`src/design/tga_rle_pixel_decoder_macros.svh`:
```
// Assertion macros for the TGA run-length pixel decoder.
// Included by the files that check their own logic; define ASSERT_OFF to drop them.
`ifndef TGA_RLE_PIXEL_DECODER_MACROS_SVH
`define TGA_RLE_PIXEL_DECODER_MACROS_SVH
`ifndef ASSERT_OFF
// ante implies cons in the same cycle
`define TRD_ASSERT_IMPL(lbl, clk, rstn, ante, cons, msg) \
  lbl: assert property (@(posedge clk) disable iff (!rstn) (ante) |-> (cons)) \
    else $error(msg);
// ante implies cons in the next cycle
`define TRD_ASSERT_NEXT(lbl, clk, rstn, ante, cons, msg) \
  lbl: assert property (@(posedge clk) disable iff (!rstn) (ante) |=> (cons)) \
    else $error(msg);
`else
`define TRD_ASSERT_IMPL(lbl, clk, rstn, ante, cons, msg)
`define TRD_ASSERT_NEXT(lbl, clk, rstn, ante, cons, msg)
`endif
`endif

```
`src/design/trd_pkg.sv`:
```
// Shared types and constants of the TGA run-length pixel decoder.
// No dependencies; imported by every module of the block.
`timescale 1ns / 1ps

package trd_pkg;

  localparam int unsigned CFG_ADDR_W = 2;

  localparam logic [CFG_ADDR_W-1:0] CFG_IDX_BPP   = 2'd0;
  localparam logic [CFG_ADDR_W-1:0] CFG_IDX_TOTAL = 2'd1;
  localparam logic [CFG_ADDR_W-1:0] CFG_IDX_RLE   = 2'd2;

  localparam logic [2:0]  BPP_RESET   = 3'd4;
  localparam logic [31:0] TOTAL_RESET = 32'd0;
  localparam logic        RLE_RESET   = 1'b1;

  typedef enum logic [1:0] {
    ERR_NONE      = 2'd0,
    ERR_TOO_MANY  = 2'd1,
    ERR_EARLY_END = 2'd2
  } err_e;

  typedef struct packed {
    logic [2:0]  bytes_per_pixel;
    logic [31:0] pixel_total;
    logic        rle_enable;
  } cfg_t;

  typedef struct packed {
    logic [7:0] data_byte;
    logic       end_of_stream;
  } in_item_t;

  typedef struct packed {
    logic        emit;
    logic [31:0] pixel_value;
    logic [7:0]  run_length;
    logic        image_done;
    err_e        error_code;
  } result_t;

endpackage

```
`src/design/trd_in_stage.sv`:
```
// Input register of the TGA run-length pixel decoder.
// Depends on trd_pkg for the input transaction type.
`timescale 1ns / 1ps

module trd_in_stage import trd_pkg::*; (
  input  logic     clk_i,
  input  logic     rst_ni,
  input  logic     valid_i,
  output logic     ready_o,
  input  in_item_t item_i,
  input  logic     take_i,
  output logic     valid_o,
  output in_item_t item_o
);

  logic     valid_q;
  logic     valid_d;
  in_item_t item_q;

  // Refill in the same cycle the held byte is consumed.
  assign ready_o = !valid_q || take_i;
  assign valid_d = ready_o ? valid_i : valid_q;

  always_ff @(posedge clk_i or negedge rst_ni) begin
    if (!rst_ni) begin
      valid_q <= 1'b0;
    end else begin
      valid_q <= valid_d;
    end
  end

  always_ff @(posedge clk_i) begin
    if (ready_o && valid_i) begin
      item_q <= item_i;
    end
  end

  assign valid_o = valid_q;
  assign item_o  = item_q;

endmodule

```
`src/design/trd_decode.sv`:
```
// Decoder state and per-byte step logic: packet headers, pixel assembly, counting.
// Depends on trd_pkg and the assertion macros header.
`timescale 1ns / 1ps
`include "tga_rle_pixel_decoder_macros.svh"

module trd_decode import trd_pkg::*; (
  input  logic     clk_i,
  input  logic     rst_ni,
  input  logic     take_i,
  input  in_item_t item_i,
  input  cfg_t     cfg_i,
  output result_t  res_o
);

  typedef enum logic {
    PH_HEADER,
    PH_PIXEL
  } phase_e;

  phase_e      phase_q, phase_d;
  logic        run_q, run_d;
  logic [7:0]  left_q, left_d;
  logic [1:0]  idx_q, idx_d;
  logic [31:0] asm_q, asm_d;
  logic [31:0] done_q, done_d;
  logic        stopped_q, stopped_d;

  logic [1:0]  bpp_m1;
  logic [32:0] diff;
  logic [31:0] rem;
  logic        rem_zero;
  logic        rem_small;
  logic [7:0]  hdr_len;
  logic        hdr_too_long;
  logic [7:0]  n;
  logic        n_gt_rem;
  logic        n_eq_rem;
  logic        at_boundary;
  logic [31:0] asm_new;

  always_comb begin
    case (cfg_i.bytes_per_pixel)
      3'd0, 3'd1: bpp_m1 = 2'd0;
      3'd2:       bpp_m1 = 2'd1;
      3'd3:       bpp_m1 = 2'd2;
      default:    bpp_m1 = 2'd3;
    endcase
  end

  // Pixels still missing, floored at zero.
  assign diff      = {1'b0, cfg_i.pixel_total} - {1'b0, done_q};
  assign rem       = diff[32] ? 32'd0 : diff[31:0];
  assign rem_zero  = (rem == 32'd0);
  assign rem_small = (rem[31:8] == 24'd0);

  assign hdr_len      = {1'b0, item_i.data_byte[6:0]} + 8'd1;
  assign hdr_too_long = rem_small && (hdr_len > rem[7:0]);

  assign n        = (cfg_i.rle_enable && run_q && (left_q != 8'd0)) ? left_q : 8'd1;
  assign n_gt_rem = rem_small && (n > rem[7:0]);
  assign n_eq_rem = rem_small && (n == rem[7:0]);

  assign at_boundary = (idx_q == 2'd0) && (!cfg_i.rle_enable || (phase_q == PH_HEADER));

  assign asm_new = ((idx_q == 2'd0) ? 32'd0 : asm_q)
                 | ({24'd0, item_i.data_byte} << {idx_q, 3'b000});

  always_comb begin
    phase_d   = phase_q;
    run_d     = run_q;
    left_d    = left_q;
    idx_d     = idx_q;
    asm_d     = asm_q;
    done_d    = done_q;
    stopped_d = stopped_q;
    res_o     = '0;

    if (!stopped_q) begin
      if (item_i.end_of_stream) begin
        stopped_d = 1'b1;
        if (!(at_boundary && rem_zero)) begin
          res_o.emit       = 1'b1;
          res_o.error_code = ERR_EARLY_END;
        end
      end else if (cfg_i.rle_enable && (phase_q == PH_HEADER)) begin
        if (hdr_too_long) begin
          stopped_d        = 1'b1;
          res_o.emit       = 1'b1;
          res_o.error_code = ERR_TOO_MANY;
        end else begin
          run_d   = item_i.data_byte[7];
          left_d  = hdr_len;
          phase_d = PH_PIXEL;
          idx_d   = 2'd0;
          asm_d   = 32'd0;
        end
      end else if ((idx_q == 2'd0) && !cfg_i.rle_enable && rem_zero) begin
        stopped_d        = 1'b1;
        res_o.emit       = 1'b1;
        res_o.error_code = ERR_TOO_MANY;
      end else begin
        asm_d = asm_new;
        if (idx_q < bpp_m1) begin
          idx_d = idx_q + 2'd1;
        end else begin
          idx_d = 2'd0;
          if (n_gt_rem) begin
            stopped_d        = 1'b1;
            res_o.emit       = 1'b1;
            res_o.error_code = ERR_TOO_MANY;
          end else begin
            done_d = done_q + {24'd0, n};
            if (cfg_i.rle_enable) begin
              if (run_q || (left_q <= 8'd1)) begin
                left_d  = 8'd0;
                phase_d = PH_HEADER;
              end else begin
                left_d = left_q - 8'd1;
              end
            end
            stopped_d         = n_eq_rem;
            res_o.emit        = 1'b1;
            res_o.pixel_value = asm_new;
            res_o.run_length  = n;
            res_o.image_done  = n_eq_rem;
          end
        end
      end
    end
  end

  always_ff @(posedge clk_i or negedge rst_ni) begin
    if (!rst_ni) begin
      phase_q   <= PH_HEADER;
      run_q     <= 1'b0;
      left_q    <= 8'd0;
      idx_q     <= 2'd0;
      asm_q     <= 32'd0;
      done_q    <= 32'd0;
      stopped_q <= 1'b0;
    end else if (take_i) begin
      phase_q   <= phase_d;
      run_q     <= run_d;
      left_q    <= left_d;
      idx_q     <= idx_d;
      asm_q     <= asm_d;
      done_q    <= done_d;
      stopped_q <= stopped_d;
    end
  end

  `TRD_ASSERT_IMPL(a_stopped_silent, clk_i, rst_ni, stopped_q, !res_o.emit, "result while stopped")
  `TRD_ASSERT_NEXT(a_final_stops, clk_i, rst_ni, take_i && res_o.emit && (res_o.image_done || (res_o.error_code != ERR_NONE)), stopped_q, "no stop after final result")
  `TRD_ASSERT_IMPL(a_pixel_phase_left, clk_i, rst_ni, phase_q == PH_PIXEL, left_q != 8'd0, "pixel phase with empty packet")

endmodule

```
`src/design/tga_rle_pixel_decoder.sv`:
```
// TGA run-length pixel decoder: one image data byte in per cycle unless the result side
// stalls, one run or pixel out. An accepted byte lands in an input register that feeds the
// per-byte step logic, whose result lands in an output register. A new byte is taken every
// cycle while no stall holds it; the throughput is set by the update of the decoder state
// (pixel count, packet count, byte index), which each byte depends on. A stall on the
// result side while a result waits holds the byte in the input register and drops
// s_axis_tready_o in the same cycle. In run-length mode a packet header byte yields no
// result; each run is reported once with its length instead of expanded.
// Results flag the last pixel of the image (tlast) and errors (tuser); after either, or a
// silent end of stream at a pixel boundary, the block accepts bytes but gives no results
// until reset. Configuration writes take effect at once and must come while idle.
// Depends on trd_pkg, trd_in_stage, trd_decode and the assertion macros header.
`timescale 1ns / 1ps
`include "tga_rle_pixel_decoder_macros.svh"

module tga_rle_pixel_decoder import trd_pkg::*; (
  input  logic                  clk_i,
  input  logic                  rst_ni,
  // configuration write port
  input  logic                  cfg_we_i,
  input  logic [CFG_ADDR_W-1:0] cfg_addr_i,
  input  logic [31:0]           cfg_data_i,
  // byte stream in
  input  logic                  s_axis_tvalid_i,
  output logic                  s_axis_tready_o,
  input  logic [7:0]            s_axis_tdata_i,  // [7:0] data_byte
  input  logic                  s_axis_tuser_i,  // [0] end_of_stream
  // results out
  output logic                  m_axis_tvalid_o,
  input  logic                  m_axis_tready_i,
  output logic [39:0]           m_axis_tdata_o,  // [31:0] pixel_value, [39:32] run_length
  output logic                  m_axis_tlast_o,  // image_done
  output logic [1:0]            m_axis_tuser_o   // [1:0] error_code
);

  cfg_t     cfg_q;
  in_item_t in_item;
  in_item_t held_item;
  logic     held_valid;
  logic     take;
  result_t  res;
  result_t  res_q;
  logic     out_valid_q, out_valid_d;

  // Configuration registers; unknown indexes are dropped.
  always_ff @(posedge clk_i or negedge rst_ni) begin
    if (!rst_ni) begin
      cfg_q.bytes_per_pixel <= BPP_RESET;
      cfg_q.pixel_total     <= TOTAL_RESET;
      cfg_q.rle_enable      <= RLE_RESET;
    end else if (cfg_we_i) begin
      case (cfg_addr_i)
        CFG_IDX_BPP:   cfg_q.bytes_per_pixel <= cfg_data_i[2:0];
        CFG_IDX_TOTAL: cfg_q.pixel_total     <= cfg_data_i;
        CFG_IDX_RLE:   cfg_q.rle_enable      <= cfg_data_i[0];
        default: ;
      endcase
    end
  end

  assign in_item.data_byte     = s_axis_tdata_i;
  assign in_item.end_of_stream = s_axis_tuser_i;

  trd_in_stage u_in_stage (
    .clk_i   (clk_i),
    .rst_ni  (rst_ni),
    .valid_i (s_axis_tvalid_i),
    .ready_o (s_axis_tready_o),
    .item_i  (in_item),
    .take_i  (take),
    .valid_o (held_valid),
    .item_o  (held_item)
  );

  // The held byte is processed when the output register is free or draining.
  assign take = held_valid && (!out_valid_q || m_axis_tready_i);

  trd_decode u_decode (
    .clk_i  (clk_i),
    .rst_ni (rst_ni),
    .take_i (take),
    .item_i (held_item),
    .cfg_i  (cfg_q),
    .res_o  (res)
  );

  always_comb begin
    out_valid_d = out_valid_q;
    if (take) begin
      out_valid_d = res.emit;
    end else if (m_axis_tready_i) begin
      out_valid_d = 1'b0;
    end
  end

  always_ff @(posedge clk_i or negedge rst_ni) begin
    if (!rst_ni) begin
      out_valid_q <= 1'b0;
    end else begin
      out_valid_q <= out_valid_d;
    end
  end

  always_ff @(posedge clk_i) begin
    if (take && res.emit) begin
      res_q <= res;
    end
  end

  assign m_axis_tvalid_o = out_valid_q;
  assign m_axis_tdata_o  = {res_q.run_length, res_q.pixel_value};
  assign m_axis_tlast_o  = res_q.image_done;
  assign m_axis_tuser_o  = res_q.error_code;

  `TRD_ASSERT_IMPL(a_err_fields_zero, clk_i, rst_ni, out_valid_q && (res_q.error_code != ERR_NONE), (res_q.pixel_value == 32'd0) && (res_q.run_length == 8'd0) && !res_q.image_done, "error result with payload")
  `TRD_ASSERT_IMPL(a_run_nonzero, clk_i, rst_ni, out_valid_q && (res_q.error_code == ERR_NONE), res_q.run_length != 8'd0, "pixel result with zero run")
  `TRD_ASSERT_NEXT(a_take_loads, clk_i, rst_ni, take && res.emit, out_valid_q, "emitted result not held")

endmodule

```
`config.mk`:
```
export PLATFORM = sky130hd
export DESIGN_NAME = tga_rle_pixel_decoder
export DESIGN_NICKNAME = d
export VERILOG_FILES = /design/src/design/trd_pkg.sv /design/src/design/trd_in_stage.sv /design/src/design/trd_decode.sv /design/src/design/tga_rle_pixel_decoder.sv
export VERILOG_INCLUDE_DIRS = /design/src /design/src/design
export SDC_FILE = /design/constraint.sdc
export NUM_CORES = 1
export LEC_CHECK = 0
export ABC_AREA = 1
export ABC_CLOCK_PERIOD_IN_PS = 12800
export BUFFER_PORTS_ARGS = -buffer_cell sky130_fd_sc_hd__buf_2
export CORE_ASPECT_RATIO = 1.2
export CORE_UTILIZATION = 60
export CTS_CLUSTER_DIAMETER = 120
export DETAILED_ROUTE_END_ITERATION = 10
export PLACE_DENSITY = 0.8
export SYNTH_ARGS = -nofsm -noshare
export SYNTH_HDL_FRONTEND = slang
export SYNTH_SLANG_ARGS = --single-unit
```
`constraint.sdc`:
```
create_clock -name clk_i -period 12.8 [get_ports clk_i]
set_input_delay 0.64 -clock clk_i [delete_from_list [all_inputs] [get_ports clk_i]]
set_output_delay 0.64 -clock clk_i [all_outputs]
set_load 0.01 [all_outputs]
```
==> metrics.md <==
| Metric | Value |
|---|---|
| Critical path type | `reg -> reg` |
| Crit path DAT | `5150 ps` |
| RR Endpoint | `u_decode.done_q[1]` |
| Register-to-Register Path Depth | `23` |
| Reg2reg setup slack | `between 7000 and 8000 ps` |
| CP cell instances | `ha_1 > fa_1 > inv_1 > nand2_1 > nand2_1 > nand3_1 > nand2_2 > nand2_1 > nand2_2 > nand2_2 > nand2_4 > inv_2 > or2_2 > ha_1 > nand3_1 > nor3b_1 > a31oi_1 > nand2_1 > nand2_1 > nor2_8 > nand2_2 > nand2_1 > o21ai_0` |
| CTS root buffer | `clkbuf_16` |
| Synth-to-Final Area Change | `10.7%` |
| Area after DPL | `12300 sq um` |
| Worst Setup End Kind | `flip-flop` |
| Post-synthesis register bit count | `167` |
| Async set or reset register ratio after synthesis | `68.9%` |
| Post-CTS Setup Inserts | `0` |
| CTS resizes | `0` |
| Most used DFF post-synth | `dfrtp_1` |
| IO buf count | `92` |
| Post-Syn Nets | `1726` |
| Die Area | `20000 sq um` |
| CP required | `13100 ps` |
| Slew @ Worst Pin | `981 ps` |
| Final worst slack | `7950 ps` |
| Worst skew pair latency | `450 ps` |
| Pleak | `6.58 nW` |
| Syn Inst Count | `between 1500 and 2000` |
| First-pass GRT wire length | `around 51 mm` |
| Sequential area share after synthesis | `38.2%` |
| Min cycle time layout | `4850 ps` |
| Gr usage total | `33.8%` |
| Total grt overflow | `0` |
| Worst Hold Class | `in -> async` |
| Hold_buf cts | `0` |
| Synth Area in Compound Gates | `7.38%` |
| DRT Pass-1 Iters | `5` |
| Nets | `1807` |
| Max Root-Sink Buffers | `2` |
| Setup TNS | `0 ps` |
| Synth Warn # | `0` |
| Synth unique cells | `49` |
| Adder-Cell Fraction of Synth Area | `under 10%` |
| Mean post-synth cell area | `7.21 sq um` |
| Via density | `5.47` |
| RR Startpoint | `u_decode.done_q[0]` |
| Hold Slack | `132 ps` |
| Vias in the first global route | `10200` |
| Fin. Hold Viols | `0` |
| Skew final | `9.48 ps` |
| Max Slew Vio Count | `0` |
| Mapped cell area | `11600 sq um` |
| Most frequent cells in the layout | `nand2_1 (496), inv_1 (283), nor2_1 (147)` |
| Vias | `10700` |
| Largest net degree at the start of global routing | `47` |
| Clock input transition at the sequential cells of the worst setup and hold paths | `70 ps` |
| Most common cell after layout, fill and taps aside | `nand2_1` |
| Die width | `129 um` |
| Largest fanout on the critical path | `38` |
| CTS Buf Count | `17` |
| Num rows | `55` |
| # IOs | `93` |
| GPL Wtd Cong | `0.981` |
| Detail Placement HPWL | `around 25 mm` |
| RSZ-0062 raised after global routing | `no` |
| Clock H-tree levels | `4` |
| Outcome | `finished, final reports clean` |
| Wire length per cell | `16.5 um` |
| Die H | `155 um` |
| # DRC | `0` |
| Mux contribution to synthesized area | `2.81%` |
| Num Clock Sinks | `167` |
| Slowest stage delay, CP | `530 ps` |
| Fraction of the mapped netlist area in simple logic gates | `30.2%` |
| Period utilisation layout | `37.9%` |
| Peak supply drop | `0.117 mV` |
| Starting DRC count in detailed routing | `853` |
| PwrDens | `162 nW/um^2` |
| Initial antenna violation count | `0` |
| Setup crit start kind | `flip-flop` |
| Final antenna-violating net count | `0` |
| Final instance area | `around 13000 sq um` |
| Maxcap violations | `0` |
| Largest family of logic cells by synthesized area | `simple AND/OR/NAND/NOR gates` |
| Post-Synth XOR/XNOR Area | `3.54%` |
| Number of synthesized flops with an enable pin | `52` |
| DP Worst Slack | `8030 ps` |
| Core area | `18900 sq um` |
| F_max | `0.206 GHz` |
| Antenna cells | `0` |
| Detailed Route WL | `approximately 32 mm` |
| Layout cells sized above 1 | `11.6%` |
| CTS tree | `yes` |
| Total power | `2.09 mW` |
| CP dominant cell by count | `nand2_1` |
| Starting Density | `61.5%` |
| Count of final setup violators | `0` |
| Slew margin rel. | `roughly a third` |
| CP max stage cell | `nand2_2` |
## where the power goes
part | switching (mW) | internal, mW | total (mW)
sequential | 0.0669 | 0.637 | 0.703
clock | 0.239 | 0.312 | 0.551
combinational | 0.552 | 0.287 | 0.838
total | 0.857 | 1.24 | 2.09
## Yosys cell counts, types with 16 or more instances
cell type | count | area, sq um
o21ai_0 | 54 | 270
nand4_1 | 21 | 131
nand3_1 | 100 | 500
xor2_1 | 38 | 333
ha_1 | 61 | 763
edfxtp_1 | 52 | 1560
dfrtp_1 | 113 | 2830
clkbuf_1 | 16 | 60.1
a21oi_1 | 37 | 185
nor3_1 | 18 | 90.1
o21ai_1 | 17 | 85.1
o22ai_1 | 34 | 213
nand2_1 | 496 | 1860
mux2_2 | 29 | 327
nor2_1 | 147 | 552
inv_1 | 283 | 1060
## worst max path at each step
stage,to,start
3_5_place_dp,u_decode.done_q[1],u_decode.done_q[0]
5_1_grt,u_decode.done_q[1],u_decode.done_q[8]
2_1_floorplan,m_axis_tdata_o[0],u_decode.done_q[0]
3_3_place_gp,u_decode.done_q[1],u_decode.done_q[0]
6_report,u_decode.done_q[1],u_decode.done_q[0]
4_1_cts,u_decode.done_q[1],u_decode.done_q[0]
## registers in the layout, indices dropped and copies added (netlist names), 2 cells and up
name / flops
cfg_q: 36
u_decode.done_q: 32
u_decode.left_q: 8
u_in_stage.item_o: 9
u_decode.asm_q: 32
u_decode.idx_q: 2
m_axis_tdata_o: 40
m_axis_tuser_o: 2
## final cells by class
type / instances / area, sq um
Clock inverter: 14 / 185
Sequential cell: 167 / 4440
Multi-Input combinational cell: 1122 / 5920
Timing Repair Buffer: 97 / 500
Inverter: 291 / 1090
Fill cell: 1627 / 6040
Clock buffer: 18 / 429
Tap cell: 256 / 320
## critical path: cells and delay by family (launching register included)
| kind | cells | cell delay (ps) |
|---|---|---|
| AOI/OAI and AO/OA | 2 | 230 |
| buffers and inverters | 2 | 240 |
| DFF | 1 | 410 |
| and+or+nand+nor | 16 | 2940 |
| adders and majority gates | 3 | 880 |
## through the flow
stage | std cells | utilization, %
3_5_place_dp | 1933 | 64.9
3_3_place_gp | 1933 | 64.9
5_1_grt | 1965 | 68.1
4_1_cts | 1965 | 68.1
2_1_floorplan | 1615 | -
6_report | 1965 | 68.1
## layer usage
layer	track usage (%)	vias to the layer above	share of wire, %
li1	-	5266	-
met1	38.4	4943	39
met2	58.0	410	49
met3	5.12	120	4.6
met4	23.4	0	7.0
met5	0	-	0
## kinds of logic (layout without fill, tap and decap cells)
kind of cell               Yosys count  after routing
and+or+nand+nor                    827            827
buffers and inverters              326            420
DFF                                167            167
AOI/OAI and AO/OA                  156            156
adders and majority gates           63             63
xor gates and xnor gates            47             47
muxes                               29             29
No activity file was read; power rests on OpenSTA's default activity.
